**src/ckmc_pkg.sv**
```systemverilog
// Package with the item types, key and mode codes and edit-field helpers of the key controller.
`timescale 1ns / 1ps

package ckmc_pkg;

  localparam logic [4:0] HOUR_MAX = 5'd23;
  localparam logic [5:0] MS_MAX   = 6'd59;

  typedef enum logic [2:0] {
    KEY_NONE  = 3'd0,
    KEY_NEXT  = 3'd1,
    KEY_HR    = 3'd2,
    KEY_MIN   = 3'd3,
    KEY_SEC   = 3'd4,
    KEY_SS    = 3'd5,
    KEY_CLR   = 3'd6
  } key_e;

  typedef enum logic [4:0] {
    ST_SHOW   = 5'b00001,
    ST_SET    = 5'b00010,
    ST_SWIDLE = 5'b00100,
    ST_SWRUN  = 5'b01000,
    ST_ALARM  = 5'b10000
  } ui_state_e;

  localparam logic [2:0] MODE_SHOW   = 3'd0;
  localparam logic [2:0] MODE_SET    = 3'd1;
  localparam logic [2:0] MODE_SWIDLE = 3'd2;
  localparam logic [2:0] MODE_SWRUN  = 3'd3;
  localparam logic [2:0] MODE_ALM    = 3'd4;

  localparam logic [1:0] SRC_CLOCK = 2'd0;
  localparam logic [1:0] SRC_EDIT  = 2'd1;
  localparam logic [1:0] SRC_SW    = 2'd2;

  typedef struct packed {
    logic [2:0] mode;
    logic [4:0] cur_hour;
    logic [5:0] cur_min;
    logic [5:0] cur_sec;
  } in_item_t;

  typedef struct packed {
    logic [2:0] current_mode;
    logic [1:0] display_source;
    logic [4:0] disp_hour;
    logic [5:0] disp_min;
    logic [5:0] disp_sec;
    logic       time_write;
    logic       alarm_write;
    logic [4:0] commit_hour;
    logic [5:0] commit_min;
    logic [5:0] commit_sec;
    logic       sw_clear;
    logic       sw_running;
  } out_item_t;

  function automatic logic [4:0] inc_hour(input logic [4:0] v);
    inc_hour = (v >= HOUR_MAX) ? 5'd0 : v + 5'd1;
  endfunction

  function automatic logic [5:0] inc_ms(input logic [5:0] v);
    inc_ms = (v >= MS_MAX) ? 6'd0 : v + 6'd1;
  endfunction

endpackage

```
**src/ckmc_if.sv**
```systemverilog
// Valid/ready channel interfaces for the input and result items.
`timescale 1ns / 1ps

interface ckmc_in_if;
  logic               valid;
  logic               ready;
  ckmc_pkg::in_item_t data;
  modport source (output valid, output data, input ready);
  modport sink (input valid, input data, output ready);
endinterface

interface ckmc_out_if;
  logic                valid;
  logic                ready;
  ckmc_pkg::out_item_t data;
  modport source (output valid, output data, input ready);
  modport sink (input valid, input data, output ready);
endinterface

```
**src/ckmc_in_stage.sv**
```systemverilog
// Input register stage that holds one accepted key item until the core takes it.
`timescale 1ns / 1ps

module ckmc_in_stage (
  input  logic               clk_i,
  input  logic               rst_ni,
  input  logic               in_valid_i,
  input  ckmc_pkg::in_item_t in_data_i,
  output logic               in_ready_o,
  input  logic               take_i,
  output logic               st_valid_o,
  output ckmc_pkg::in_item_t st_data_o
);

  logic               valid_q;
  logic               valid_d;
  ckmc_pkg::in_item_t data_q;
  logic               load;

  assign in_ready_o = !valid_q || take_i;
  assign load       = in_valid_i && in_ready_o;
  assign valid_d    = load || (valid_q && !take_i);

  always_ff @(posedge clk_i or negedge rst_ni) begin
    if (!rst_ni) begin
      valid_q <= 1'b0;
    end else begin
      valid_q <= valid_d;
    end
  end

  always_ff @(posedge clk_i) begin
    if (load) begin
      data_q <= in_data_i;
    end
  end

  assign st_valid_o = valid_q;
  assign st_data_o  = data_q;

endmodule

```
**src/ckmc_core.sv**
```systemverilog
// Mode state machine and edit registers that turn one key item into one result item.
`timescale 1ns / 1ps

module ckmc_core (
  input  logic                clk_i,
  input  logic                rst_ni,
  input  logic                take_i,
  input  ckmc_pkg::in_item_t  item_i,
  output ckmc_pkg::out_item_t res_o
);

  ckmc_pkg::ui_state_e state_q, state_d;
  logic [4:0] edit_hour_q, edit_hour_d;
  logic [5:0] edit_min_q, edit_min_d;
  logic [5:0] edit_sec_q, edit_sec_d;
  ckmc_pkg::key_e key;
  logic twr, awr, swc;
  logic [4:0] kh;
  logic [5:0] km, ks;

  assign key = ckmc_pkg::key_e'(item_i.mode);

  always_comb begin
    state_d     = state_q;
    edit_hour_d = edit_hour_q;
    edit_min_d  = edit_min_q;
    edit_sec_d  = edit_sec_q;
    twr = 1'b0;
    awr = 1'b0;
    swc = 1'b0;
    kh  = '0;
    km  = '0;
    ks  = '0;
    unique case (state_q) inside
      ckmc_pkg::ST_SET, ckmc_pkg::ST_ALARM: begin
        if (key == ckmc_pkg::KEY_NEXT) begin
          twr = (state_q == ckmc_pkg::ST_SET);
          awr = (state_q == ckmc_pkg::ST_ALARM);
          kh  = edit_hour_q;
          km  = edit_min_q;
          ks  = edit_sec_q;
          state_d = (state_q == ckmc_pkg::ST_SET) ? ckmc_pkg::ST_SWIDLE : ckmc_pkg::ST_SHOW;
        end else if (key == ckmc_pkg::KEY_HR) begin
          edit_hour_d = ckmc_pkg::inc_hour(edit_hour_q);
        end else if (key == ckmc_pkg::KEY_MIN) begin
          edit_min_d = ckmc_pkg::inc_ms(edit_min_q);
        end else if (key == ckmc_pkg::KEY_SEC) begin
          edit_sec_d = ckmc_pkg::inc_ms(edit_sec_q);
        end
      end
      ckmc_pkg::ST_SWIDLE, ckmc_pkg::ST_SWRUN: begin
        if (key == ckmc_pkg::KEY_SS) begin
          swc = (state_q == ckmc_pkg::ST_SWIDLE);
          state_d = (state_q == ckmc_pkg::ST_SWIDLE) ? ckmc_pkg::ST_SWRUN :
                    ckmc_pkg::ST_SWIDLE;
        end else if (key == ckmc_pkg::KEY_CLR) begin
          swc = (state_q == ckmc_pkg::ST_SWRUN);
        end else if (key == ckmc_pkg::KEY_NEXT) begin
          swc = 1'b1;
          edit_hour_d = '0;
          edit_min_d  = '0;
          edit_sec_d  = '0;
          state_d = ckmc_pkg::ST_ALARM;
        end
      end
      default: begin
        state_d = ckmc_pkg::ST_SHOW;
        if (key == ckmc_pkg::KEY_NEXT) begin
          edit_hour_d = item_i.cur_hour;
          edit_min_d  = item_i.cur_min;
          edit_sec_d  = item_i.cur_sec;
          state_d = ckmc_pkg::ST_SET;
        end
      end
    endcase
  end

  always_comb begin
    res_o = '0;
    res_o.time_write  = twr;
    res_o.alarm_write = awr;
    res_o.commit_hour = kh;
    res_o.commit_min  = km;
    res_o.commit_sec  = ks;
    res_o.sw_clear    = swc;
    res_o.sw_running  = (state_d == ckmc_pkg::ST_SWRUN);
    unique case (state_d) inside
      ckmc_pkg::ST_SET, ckmc_pkg::ST_ALARM: begin
        res_o.current_mode   = (state_d == ckmc_pkg::ST_SET) ? ckmc_pkg::MODE_SET :
                               ckmc_pkg::MODE_ALM;
        res_o.display_source = ckmc_pkg::SRC_EDIT;
        res_o.disp_hour      = edit_hour_d;
        res_o.disp_min       = edit_min_d;
        res_o.disp_sec       = edit_sec_d;
      end
      ckmc_pkg::ST_SWIDLE, ckmc_pkg::ST_SWRUN: begin
        res_o.current_mode   = (state_d == ckmc_pkg::ST_SWIDLE) ? ckmc_pkg::MODE_SWIDLE :
                               ckmc_pkg::MODE_SWRUN;
        res_o.display_source = ckmc_pkg::SRC_SW;
      end
      default: begin
        res_o.current_mode   = ckmc_pkg::MODE_SHOW;
        res_o.display_source = ckmc_pkg::SRC_CLOCK;
        res_o.disp_hour      = item_i.cur_hour;
        res_o.disp_min       = item_i.cur_min;
        res_o.disp_sec       = item_i.cur_sec;
      end
    endcase
  end

  always_ff @(posedge clk_i or negedge rst_ni) begin
    if (!rst_ni) begin
      state_q     <= ckmc_pkg::ST_SHOW;
      edit_hour_q <= '0;
      edit_min_q  <= '0;
      edit_sec_q  <= '0;
    end else if (take_i) begin
      state_q     <= state_d;
      edit_hour_q <= edit_hour_d;
      edit_min_q  <= edit_min_d;
      edit_sec_q  <= edit_sec_d;
    end
  end

endmodule

```
**src/ckmc_out_stage.sv**
```systemverilog
// Result register that holds one result item until the consumer takes it.
`timescale 1ns / 1ps

module ckmc_out_stage (
  input  logic                clk_i,
  input  logic                rst_ni,
  input  logic                st_valid_i,
  input  ckmc_pkg::out_item_t res_i,
  output logic                take_o,
  output logic                out_valid_o,
  output ckmc_pkg::out_item_t out_data_o,
  input  logic                out_ready_i
);

  logic                valid_q;
  logic                valid_d;
  ckmc_pkg::out_item_t data_q;

  assign take_o  = st_valid_i && (!valid_q || out_ready_i);
  assign valid_d = take_o || (valid_q && !out_ready_i);

  always_ff @(posedge clk_i or negedge rst_ni) begin
    if (!rst_ni) begin
      valid_q <= 1'b0;
    end else begin
      valid_q <= valid_d;
    end
  end

  always_ff @(posedge clk_i) begin
    if (take_o) begin
      data_q <= res_i;
    end
  end

  assign out_valid_o = valid_q;
  assign out_data_o  = data_q;

endmodule

```
**src/clock_key_mode_controller_top.sv**
```systemverilog
// Top level of the clock key controller: input register, mode core and result register.
// Each key item is registered in the input register, and its result in the result register.
// Throughput: one item per cycle while the consumer is ready; the input register and the
// result register each accept a new item in the cycle their current item moves on.
// Reset clears both stage valid bits, sets the mode to show time and the edit fields to zero.
`timescale 1ns / 1ps

module clock_key_mode_controller_top (
  input  logic             clk_i,
  input  logic             rst_ni,
  ckmc_in_if.sink          in_i,
  ckmc_out_if.source       out_o
);

  logic                st_valid;
  logic                take;
  ckmc_pkg::in_item_t  st_data;
  ckmc_pkg::out_item_t res;
  logic                in_ready;
  logic                out_valid;
  ckmc_pkg::out_item_t out_data;

  ckmc_in_stage u_in_stage (
    .clk_i      (clk_i),
    .rst_ni     (rst_ni),
    .in_valid_i (in_i.valid),
    .in_data_i  (in_i.data),
    .in_ready_o (in_ready),
    .take_i     (take),
    .st_valid_o (st_valid),
    .st_data_o  (st_data)
  );

  ckmc_core u_core (
    .clk_i  (clk_i),
    .rst_ni (rst_ni),
    .take_i (take),
    .item_i (st_data),
    .res_o  (res)
  );

  ckmc_out_stage u_out_stage (
    .clk_i       (clk_i),
    .rst_ni      (rst_ni),
    .st_valid_i  (st_valid),
    .res_i       (res),
    .take_o      (take),
    .out_valid_o (out_valid),
    .out_data_o  (out_data),
    .out_ready_i (out_o.ready)
  );

  assign in_i.ready  = in_ready;
  assign out_o.valid = out_valid;
  assign out_o.data  = out_data;

  a_one_commit: assert property (@(posedge clk_i) disable iff (!rst_ni)
    out_valid |-> !(out_data.time_write && out_data.alarm_write))
    else $error("Time and alarm commit raised together.");

  a_run_level: assert property (@(posedge clk_i) disable iff (!rst_ni)
    out_valid |-> (out_data.sw_running == (out_data.current_mode == ckmc_pkg::MODE_SWRUN)))
    else $error("Stopwatch run level disagrees with the mode.");

  a_sw_blank: assert property (@(posedge clk_i) disable iff (!rst_ni)
    (out_valid && out_data.display_source == ckmc_pkg::SRC_SW) |->
      (out_data.disp_hour == '0 && out_data.disp_min == '0 && out_data.disp_sec == '0))
    else $error("Stopwatch display carries time digits.");

  a_no_commit: assert property (@(posedge clk_i) disable iff (!rst_ni)
    (out_valid && !out_data.time_write && !out_data.alarm_write) |->
      (out_data.commit_hour == '0 && out_data.commit_min == '0 && out_data.commit_sec == '0))
    else $error("Commit fields are set without a commit.");

endmodule
```
**src/flat_wrapper.sv**
```systemverilog
// flat-port wrapper written by rule: the top's interface ports become plain ports
module clock_key_mode_controller_top_flat 
  (clk_i, rst_ni, in_i_valid, in_i_data, in_i_ready, out_o_valid, out_o_data, out_o_ready);
  ckmc_in_if in_i_i ();
  ckmc_out_if out_o_i ();
  input  logic clk_i;
  input  logic rst_ni;
  input wire logic [$bits(in_i_i.valid)-1:0] in_i_valid;
  input wire logic [$bits(in_i_i.data)-1:0] in_i_data;
  output wire logic [$bits(in_i_i.ready)-1:0] in_i_ready;
  output wire logic [$bits(out_o_i.valid)-1:0] out_o_valid;
  output wire logic [$bits(out_o_i.data)-1:0] out_o_data;
  input wire logic [$bits(out_o_i.ready)-1:0] out_o_ready;
  assign in_i_i.valid = in_i_valid;
  assign in_i_i.data = in_i_data;
  assign in_i_ready = in_i_i.ready;
  assign out_o_valid = out_o_i.valid;
  assign out_o_data = out_o_i.data;
  assign out_o_i.ready = out_o_ready;
  clock_key_mode_controller_top u_core (.clk_i(clk_i), .rst_ni(rst_ni), .in_i(in_i_i), .out_o(out_o_i));
endmodule
```
**config.mk**
```make
export PLATFORM = sky130hd
export DESIGN_NAME = clock_key_mode_controller_top_flat
export DESIGN_NICKNAME = d
export VERILOG_FILES = /design/src/ckmc_pkg.sv /design/src/ckmc_if.sv /design/src/ckmc_in_stage.sv /design/src/ckmc_core.sv /design/src/ckmc_out_stage.sv /design/src/clock_key_mode_controller_top.sv /design/src/flat_wrapper.sv
export SDC_FILE = /design/constraint.sdc
export NUM_CORES = 1
export LEC_CHECK = 0
export BUFFER_PORTS_ARGS = -buffer_cell sky130_fd_sc_hd__buf_4
export CAP_MARGIN = 20
export CORE_ASPECT_RATIO = 1.4
export CORE_MARGIN = 3
export CORE_UTILIZATION = 60
export DETAILED_ROUTE_END_ITERATION = 8
export GPL_TIMING_DRIVEN = 0
export PLACE_DENSITY_LB_ADDON = 0.15
export SLEW_MARGIN = 20
export SYNTH_ARGS = -nofsm -noshare
export SYNTH_HDL_FRONTEND = slang
export SYNTH_HIERARCHICAL = 1
export SYNTH_SLANG_ARGS = --single-unit
export TNS_END_PERCENT = 50
```
**constraint.sdc**
```tcl
create_clock -name clk_i -period 5.97 [get_ports clk_i]
set_clock_uncertainty 0.05 [all_clocks]
set_input_delay 0.2985 -clock clk_i [delete_from_list [all_inputs] [get_ports clk_i]]
set_output_delay 0.2985 -clock clk_i [all_outputs]
set_load 0.02 [all_outputs]
```
==> flow_summary.json, run 1 <==
{
  "period_minus_slack_ns": 2.503,
  "routabilityCongestion": 0.8989,
  "max_slew.worst_pin.slew_ns": 0.8277,
  "synth-seq-cells": 87,
  "core_um2": 6700,
  "synthesis.instances": 356,
  "async_flop_share": 0.2759,
  "cts_root_buffer": "clkbuf_8",
  "powerDensity_nw_per_um2": 338.3,
  "routed_via_density": 6.307,
  "drive_above_1_share": 0.2624,
  "die_h_um": 105.0,
  "layout_commonest_cell": "buf_4",
  "track_usage": 0.2595,
  "clock-sinks": 87,
  "dr.first_iter.drc_count": 452,
  "clockBufferDepth": 2,
  "drc_errors": 0,
  "final_cell_area_um2": 5041,
  "setup_viol": 0,
  "start_util": 0.6265,
  "firstDrtPassIters": 8,
  "placed_area_um2": 4852,
  "start_kind": "register",
  "place_hpwl_mm": 7.119,
  "grt_setup_unrepaired": "false",
  "synth_nets": 383,
  "postCtsResizedCells": 0,
  "area_delta_synth_final_pct": 20.09,
  "ys_warn_count": 6,
  "fmax_mhz": 399.5,
  "final_cell_mix": "72 x buf_4, 63 x edfxtp_1, 25 x nor2_1, 23 x dfrtp_1, 21 x nand2_1",
  "cts_tree": "yes",
  "die_x_um": 76.69,
  "cts.htree.levels": 3,
  "grt_first_pass_wirelength_mm": 16.23,
  "finalHoldViolCount": 0,
  "post_cts_buffers": 0,
  "post-route-period-util": 0.4193,
  "num_vias": 3368,
  "grt_remaining_overflow": 0,
  "io_buffers": 68,
  "io_pins": 69,
  "synth-main-ff-cell": "edfxtp_1",
  "nNetsFinal": 464,
  "wl_per_cell_um": 19.16,
  "slew_violations": 0,
  "timing_worst_setup_path_type": "register to register",
  "tns_ns": 0,
  "arrival_ns": 2.56,
  "cts_hold_buf": 1,
  "cp.required_ns": 6.03,
  "clk_latency_ns": 0.35,
  "synthesis.area_um2": 4198,
  "path_max_fanout": 10,
  "path_clk_slew_ns": 0.09,
  "grt_max_degree": 29,
  "ant_nets": 0,
  "synthDistinctLibCells": 67,
  "grt_pass1_vias": 3250,
  "antenna_cells": 0,
  "hold_ws_ns": 0.06130,
  "cp-end-kind": "register",
  "p_leak_nw": 2.018,
  "setup_ws_ns": 3.467,
  "synth_edf_count": 63,
  "wirelength_mm": 10.23,
  "syn_area_per_cell_um2": 11.79,
  "cts_buffers": 9,
  "drv_cap": 0,
  "status": "completed",
  "irDropWorstVdd_mv": 0.2021,
  "relSlewSlack": 0.4470,
  "holdCritPathClass": "input pin to register",
  "rows": 35,
  "preCtsSetupSlack_ns": 3.456,
  "ys_seq_area_frac": 0.5940,
  "antenna_found_initial": 0,
  "die-area_um2": 8050
}
power by group:
group | switching [mW] | total [mW] | internal, mW | leakage, nW
Clock | 0.216 | 0.372 | 0.157 | 0.0923
Combinational | 0.292 | 0.497 | 0.206 | 1.03
Sequential | 0.0821 | 0.836 | 0.754 | 0.893
per-stage QoR:
stage | total power [mW] | utilization | cells
finish | 1.706 | 0.7524 | 534
global route | 1.794 | 0.7524 | 534
CTS | 1.706 | 0.7524 | 534
detailed placement | 1.329 | 0.7242 | 517
global placement | 1.308 | 0.7199 | 516
floorplan | 1.164 | - | 356
worst max-delay path: stages (launching register included):
cell,delay (ns)
edfxtp_1,0.39
buf_2,0.20
nor3b_2,0.41
nor2_2,0.18
nor2_1,0.65
inv_1,0.13
a22o_1,0.24
kinds of logic (layout without fill, tap and decap cells):
kind of cell,after synthesis,in the layout,synth area share
AND/OR/NAND/NOR,115,115,0.1562
AO/OA/AOI/OAI,103,103,0.1732
flip-flops,87,87,0.5940
buffers and inverters,37,123,0.04202
multiplexers,6,6,0.01520
XOR/XNOR,5,5,0.01043
adder cells (fa/ha/maj),3,3,0.008943
registers in the layout, summed over array words and instances (netlist names):
register,flops
u_core/u_in_stage/st_data_o,20
u_core/u_out_stage/out_valid_o,1
u_core/u_out_stage/out_data_o,43
u_core/u_core/edit_hour_q,5
u_core/u_core/edit_sec_q,6
u_core/u_core/state_q,5
u_core/u_in_stage/st_valid_o,1
u_core/u_core/edit_min_q,6
worst paths after layout:
path / from / to / slack, ns / depth (start not counted)
max in group asynchronous: rst_ni / u_core/u_core/state_q[0]$_DFFE_PN1P_ / 5.21 / 2
max reg2reg: u_core/u_in_stage/st_data_o[19]$_DFFE_PP_ / u_core/u_out_stage/out_data_o[36]$_DFFE_PP_ / 3.47 / 6
min in group asynchronous: rst_ni / u_core/u_out_stage/out_valid_o$_DFF_PN0_ / 0.36 / 2
min reg2reg: u_core/u_in_stage/st_data_o[14]$_DFFE_PP_ / u_core/u_core/edit_hour_q[2]$_DFFE_PN0P_ / 0.46 / 2
max: u_core/u_in_stage/st_data_o[19]$_DFFE_PP_ / u_core/u_out_stage/out_data_o[36]$_DFFE_PP_ / 3.47 / 6
min: in_i_data[2] / u_core/u_in_stage/st_data_o[2]$_DFFE_PP_ / 0.06 / 1
cell type report:
cell class | count | area (µm²)
inverter | 8 | 30.03
multi-input combinational | 232 | 1529
sequential | 87 | 2494
buffer | 29 | 146.4
fill | 482 | 1659
clock buffer | 9 | 123.9
timing repair buffer | 70 | 548.0
clock inverter | 7 | 55.05
tap | 92 | 115.1
synthesized netlist by cell type, types with 3 or more instances:
cell,count,area share
edfxtp_1,63,0.45
nor2_1,25,0.022
dfrtp_1,23,0.14
nand2_1,21,0.019
and3_1,20,0.030
a21oi_1,18,0.021
clkbuf_1,17,0.015
o21ai_0,13,0.015
a31oi_1,10,0.015
a22oi_1,8,0.014
inv_1,8,0.0072
nand2b_1,8,0.012
o2bb2ai_1,7,0.015
a22o_1,6,0.013
nand3_1,6,0.0072
o22ai_1,6,0.0089
buf_2,5,0.0060
buf_4,4,0.0072
nor3_1,4,0.0048
a21o_1,3,0.0054
a32oi_1,3,0.0063
ha_1,3,0.0089
mux2_2,3,0.0080
mux2i_1,3,0.0072
nand4_1,3,0.0045
nor2b_1,3,0.0045
o21ai_1,3,0.0036
o22a_1,3,0.0063
o32a_1,3,0.0072
xor2_1,3,0.0063
metal layers:
metal / wire length [µm] / up-vias / global-route usage
li1: - / 1535 / -
met4: 279 / 0 / 0.1166
met5: 0 / - / 0
met2: 5229 / 205 / 0.4370
met1: 3936 / 1599 / 0.3251
met3: 788 / 29 / 0.04569
Power figures use the tool's default switching activity.
==> inputs of run 2 (changes only) <==
- CORE_UTILIZATION: 60 -> 56
- clock period: 5.97 -> 2.6 ns (I/O delays scaled with it)
==> flow_summary.json, run 2 (synthesis results as in run 1) <==
{
  "status": "completed",
  "holdCritPathClass": "input pin to asynchronous set/reset pin",
  "ff2ff_path_depth": 6,
  "path_cells": "buf_2, nor3b_1, and4_1, a31oi_1, o22a_1, o22ai_1",
  "slowest_stage": "nor3b_1",
  "drive_above_1_share": 0.2505,
  "routed.top_layer": "met4",
  "path_clk_slew_ns": 0.08,
  "tns_ns": 0,
  "p_leak_nw": 2.107,
  "multi_input_area_um2": 1544,
  "dr.first_iter.drc_count": 296,
  "cts_tree": "yes",
  "fill_cells": 526,
  "area_delta_synth_final_pct": 25.37,
  "wl_met2_mm": 5.324,
  "die_h_um": 108.4,
  "cp-end-kind": "register",
  "start_util": 0.5898,
  "drc_errors": 0,
  "firstDrtPassIters": 5,
  "track_usage": 0.2671,
  "irDropWorstVdd_mv": 0.6227,
  "cts_buffers": 9,
  "p_total_mw": 4.001,
  "cts.htree.levels": 3,
  "wl_per_cell_um": 19.16,
  "drv_cap": 0,
  "largest_reg_flops": 43,
  "clock-sinks": 87,
  "cts_root_buffer": "clkbuf_8",
  "core_um2": 7117,
  "grt_pass1_vias": 3279,
  "setup_viol": 0,
  "ant_nets": 0,
  "grt_setup_unrepaired": "false",
  "max_slew.worst_pin.slew_ns": 0.9678,
  "path_max_fanout": 10,
  "num_vias": 3374,
  "nNetsFinal": 485,
  "die_x_um": 79.18,
  "relSlewSlack": 0.3534,
  "antenna_found_initial": 0,
  "rows": 36,
  "io_pins": 69,
  "die-area_um2": 8586,
  "fmax_mhz": 405.2,
  "antenna_cells": 0,
  "post-route-period-util": 0.9493,
  "period_minus_slack_ns": 2.468,
  "timing_worst_setup_path_type": "register to register",
  "wl_met3_um": 654,
  "routabilityCongestion": 0.9627,
  "cpPeakStageDelay_ns": 0.82,
  "wl_met1_mm": 4.344,
  "seqCellArea_um2": 2494,
  "io_buffers": 68,
  "slew_violations": 0,
  "routed_via_density": 6.047,
  "clk_latency_ns": 0.37,
  "grt_remaining_overflow": 0,
  "powerDensity_nw_per_um2": 760.2,
  "finalHoldViolCount": 0,
  "clockBufferDepth": 2,
  "grt_first_pass_wirelength_mm": 17.01,
  "grt_max_degree": 46,
  "layout_commonest_cell": "buf_4",
  "arrival_ns": 2.62,
  "cp.required_ns": 2.75,
  "place_hpwl_mm": 6.830,
  "start_kind": "register",
  "wirelength_mm": 10.69,
  "final_cell_mix": "72 x buf_4, 63 x edfxtp_1, 24 x nor2_1, 23 x dlygate4sd3_1, 23 x dfrtp_1",
  "hold_ws_ns": 0.1598
}
## run 2: cell type report
class | instances | area share
flip-flops and latches | 87 | 0.4738
multi-input cells | 232 | 0.2934
repair buffers | 91 | 0.1408
plain buffers | 29 | 0.02782
clock buffers | 10 | 0.02425
well taps | 95 | 0.02259
clock inverters | 6 | 0.01165
inverters | 8 | 0.005706
## run 2: final timing paths
path	from	end	slack, ns
setup / recovery	u_core/u_in_stage/st_data_o[19]$_DFFE_PP_	u_core/u_out_stage/out_data_o[26]$_DFFE_PP_	0.13
hold / removal	rst_ni	u_core/u_core/edit_hour_q[0]$_DFFE_PN0P_	0.16
setup reg to reg	u_core/u_in_stage/st_data_o[19]$_DFFE_PP_	u_core/u_out_stage/out_data_o[26]$_DFFE_PP_	0.13
hold reg to reg	u_core/u_in_stage/st_data_o[8]$_DFFE_PP_	u_core/u_core/edit_min_q[2]$_DFFE_PN0P_	0.46
max in group asynchronous	rst_ni	u_core/u_core/state_q[0]$_DFFE_PN1P_	2.03
min in group clk_i	in_i_data[18]	u_core/u_in_stage/st_data_o[18]$_DFFE_PP_	0.42
## run 2: metrics by stage
step	instances	setup WS (ns)	utilization	area, µm²
CTS	558	0.07959	0.7375	5249
floorplan	356	0.4555	-	4199
global route	558	0.001840	0.7395	5263
global placement	519	0.05071	0.6784	4828
finish	558	0.1319	0.7395	5263
detailed placement	519	-0.006262	0.6784	4828
## run 2: what timing repair did
item                                   CTS  global route
buffers inserted                         0             0
setup endpoints to repair                6             5
cloned                                   0             0
hold buffers                            23             0
gates resized for setup                  1             3
endpoints found under the hold margin   46             0
## run 2: power breakdown
group | switching [mW] | internal (mW) | total [mW]
combinational | 0.676 | 0.489 | 1.17
sequential | 0.189 | 1.73 | 1.92
clock | 0.475 | 0.441 | 0.915
total | 1.34 | 2.66 | 4.00
## run 2: critical path: cells and delay by family, from the launching register on
| family | cells | cell delay, ns |
|---|---|---|
| compound gates | 3 | 0.48 |
| simple gates | 2 | 1.21 |
| buf+inv | 1 | 0.23 |
| flops | 1 | 0.34 |
## run 2: per-layer routing
layer	vias up	GRT usage
met5	-	0
met4	0	0.1634
met3	25	0.03833
met2	141	0.4386
met1	1643	0.3330
li1	1565	-
==> inputs of run 3 (changes only) <==
- CORE_ASPECT_RATIO: 1.4 -> 0.5
==> flow_summary.json, run 3 (synthesis results as in run 1) <==
{
  "placed_area_um2": 4825,
  "finish.utilization": 0.7725,
  "largest_reg_flops": 43,
  "finalHoldViolCount": 0,
  "die_x_um": 128.4,
  "core_um2": 6963,
  "dp_cells": 516,
  "status": "completed",
  "final_cell_area_um2": 5379,
  "pwr-share-clk": 0.300,
  "fmax_mhz": 408.4,
  "cts_tree": "yes",
  "wirelength_mm": 11.77,
  "clock-sinks": 87,
  "firstDrtPassIters": 5,
  "rows": 21,
  "layout_commonest_cell": "buf_4",
  "grt_setup_unrepaired": "true",
  "ant_nets": 0,
  "period_minus_slack_ns": 2.449,
  "dr.first_iter.drc_count": 428,
  "reg2reg_from": "u_core/u_in_stage/st_data_o[19]$_DFFE_PP_",
  "hold_start": "out_o_ready",
  "powerDensity_nw_per_um2": 829.6,
  "holdCritPathClass": "input pin to register",
  "relSlewSlack": 0.4035,
  "max_slew.worst_pin.slew_ns": 0.8928,
  "start_util": 0.6029,
  "r2r_end": "u_core/u_out_stage/out_data_o[35]$_DFFE_PP_",
  "clockBufferDepth": 2,
  "grt_pass1_vias": 3401,
  "comb_power_share": 0.268,
  "clk_latency_ns": 0.34,
  "cp-end-kind": "register",
  "nNetsFinal": 485,
  "cp.required_ns": 2.64,
  "area_delta_synth_final_pct": 28.14,
  "irDropWorstVdd_mv": 0.5788,
  "die-area_um2": 8634,
  "routabilityCongestion": 0.9492,
  "arrival_ns": 2.49,
  "wl_per_cell_um": 21.25,
  "drv_cap": 0,
  "antenna_found_initial": 0,
  "grt_max_degree": 46,
  "min_path_cells": 3,
  "antenna_cells": 0,
  "place_hpwl_mm": 7.623,
  "drc_errors": 0,
  "path_clk_slew_ns": 0.06,
  "cts_root_buffer": "clkbuf_16",
  "seqPwrFrac": 0.432,
  "routed_via_density": 6.356,
  "path_cells": "buf_2, nor3b_4, mux2i_1, a21oi_2, nand2b_4, buf_6, a22o_1",
  "hold_ws_ns": 0.1462,
  "layoutNonFillerInstCount": 554,
  "p_int_mw": 3.059,
  "final_cell_mix": "72 x buf_4, 63 x edfxtp_1, 24 x nor2_1, 23 x dfrtp_1, 22 x dlygate4sd3_1",
  "reg2reg_slack_ns": 0.15,
  "grt_first_pass_wirelength_mm": 18.00,
  "sw_frac_of_total": 0.3146,
  "cpPeakStageDelay_ns": 0.48,
  "grt_remaining_overflow": 0,
  "start_kind": "register",
  "setup_ws_ns": 0.1515,
  "preCtsSetupSlack_ns": -0.2240,
  "cts.htree.levels": 3,
  "netSwitchingPower_mw": 1.404,
  "p_leak_nw": 2.165,
  "ff2ff_path_depth": 7,
  "post-route-period-util": 0.9417,
  "cts_buffers": 9,
  "slowest_stage": "a21oi_2",
  "setup_viol": 0,
  "io_pins": 69,
  "path_max_fanout": 10,
  "io_buffers": 68,
  "track_usage": 0.2835,
  "slew_violations": 0,
  "drive_above_1_share": 0.2489,
  "timing_worst_setup_path_type": "register to register",
  "num_vias": 3521,
  "die_h_um": 67.22,
  "hold-path-endpoint": "u_core/u_out_stage/out_valid_o$_DFF_PN0_"
}
## run 3: changes by cell type in the layout (fill, tap and decap cells not counted), moves of 2 or more
cell,change
nor3b_2,-2
nor3b_4,+2
clkbuf_8,-9
clkinv_2,-3
clkbuf_16,+9
## run 3: timing repair
item	CTS	global route
hold endpoints to repair	45	0
setup buffers	0	0
endpoints found under the setup margin	20	15
hold buffers	22	0
resized for setup	1	7
gates cloned	0	1
## run 3: metrics by stage
| stage | power (mW) | setup TNS, ns |
|---|---|---|
| finish | 4.462 | 0 |
| global route | 4.659 | -0.05688 |
| CTS | 4.426 | 0 |
| detailed placement | 3.067 | -2.989 |
| global placement | 3.016 | -0.1938 |
| floorplan | 2.672 | 0 |
## run 3: final cells by class
cell class / count / area [µm²]
plain buffers: 29 / 147.6
inverters: 8 / 30.03
well taps: 92 / 115.1
clock inverters: 4 / 72.57
clock buffers: 11 / 232.7
fillers: 440 / 1584
repair buffers: 90 / 730.7
flip-flops and latches: 87 / 2494
multi-input cells: 233 / 1556
## run 3: per-layer routing
metal,track usage,share of wire,vias up
li1,-,-,1569
met3,0.09084,0.12,38
met1,0.3618,0.39,1674
met4,0.1138,0.026,0
met5,0,0,-
met2,0.4573,0.46,240
## run 3: worst max path at each step
| stage | to | cells past startpoint | start |
|---|---|---|---|
| 2_1_floorplan | u_core/u_in_stage/st_data_o[0]$_DFFE_PP_ | 4 | u_core/u_out_stage/out_valid_o$_DFF_PN0_ |
| 3_3_place_gp | u_core/u_core/edit_min_q[2]$_DFFE_PN0P_ | 6 | u_core/u_out_stage/out_valid_o$_DFF_PN0_ |
| 3_5_place_dp | u_core/u_core/edit_min_q[1]$_DFFE_PN0P_ | 6 | u_core/u_out_stage/out_valid_o$_DFF_PN0_ |
| 4_1_cts | u_core/u_out_stage/out_data_o[36]$_DFFE_PP_ | 6 | u_core/u_in_stage/st_data_o[19]$_DFFE_PP_ |
| 5_1_grt | u_core/u_out_stage/out_data_o[36]$_DFFE_PP_ | 7 | u_core/u_in_stage/st_data_o[19]$_DFFE_PP_ |
| 6_report | u_core/u_out_stage/out_data_o[35]$_DFFE_PP_ | 7 | u_core/u_in_stage/st_data_o[19]$_DFFE_PP_ |
## run 3: critical path: cells and delay by family, from the launching register on
family | cells | cell delay [ns]
buffers and inverters | 2 | 0.40
flip-flops | 1 | 0.37
AND/OR/NAND/NOR | 2 | 0.52
AO/OA/AOI/OAI | 2 | 0.72
multiplexers | 1 | 0.15
## run 3: power by group through the flow
stage	registers, mW	clock network, mW	logic (mW)
finish	1.93	1.34	1.19
global route	1.95	1.42	1.29
CTS	1.92	1.35	1.16
detailed placement	1.94	0	1.12
global placement	1.93	0	1.09
floorplan	1.98	0	0.688
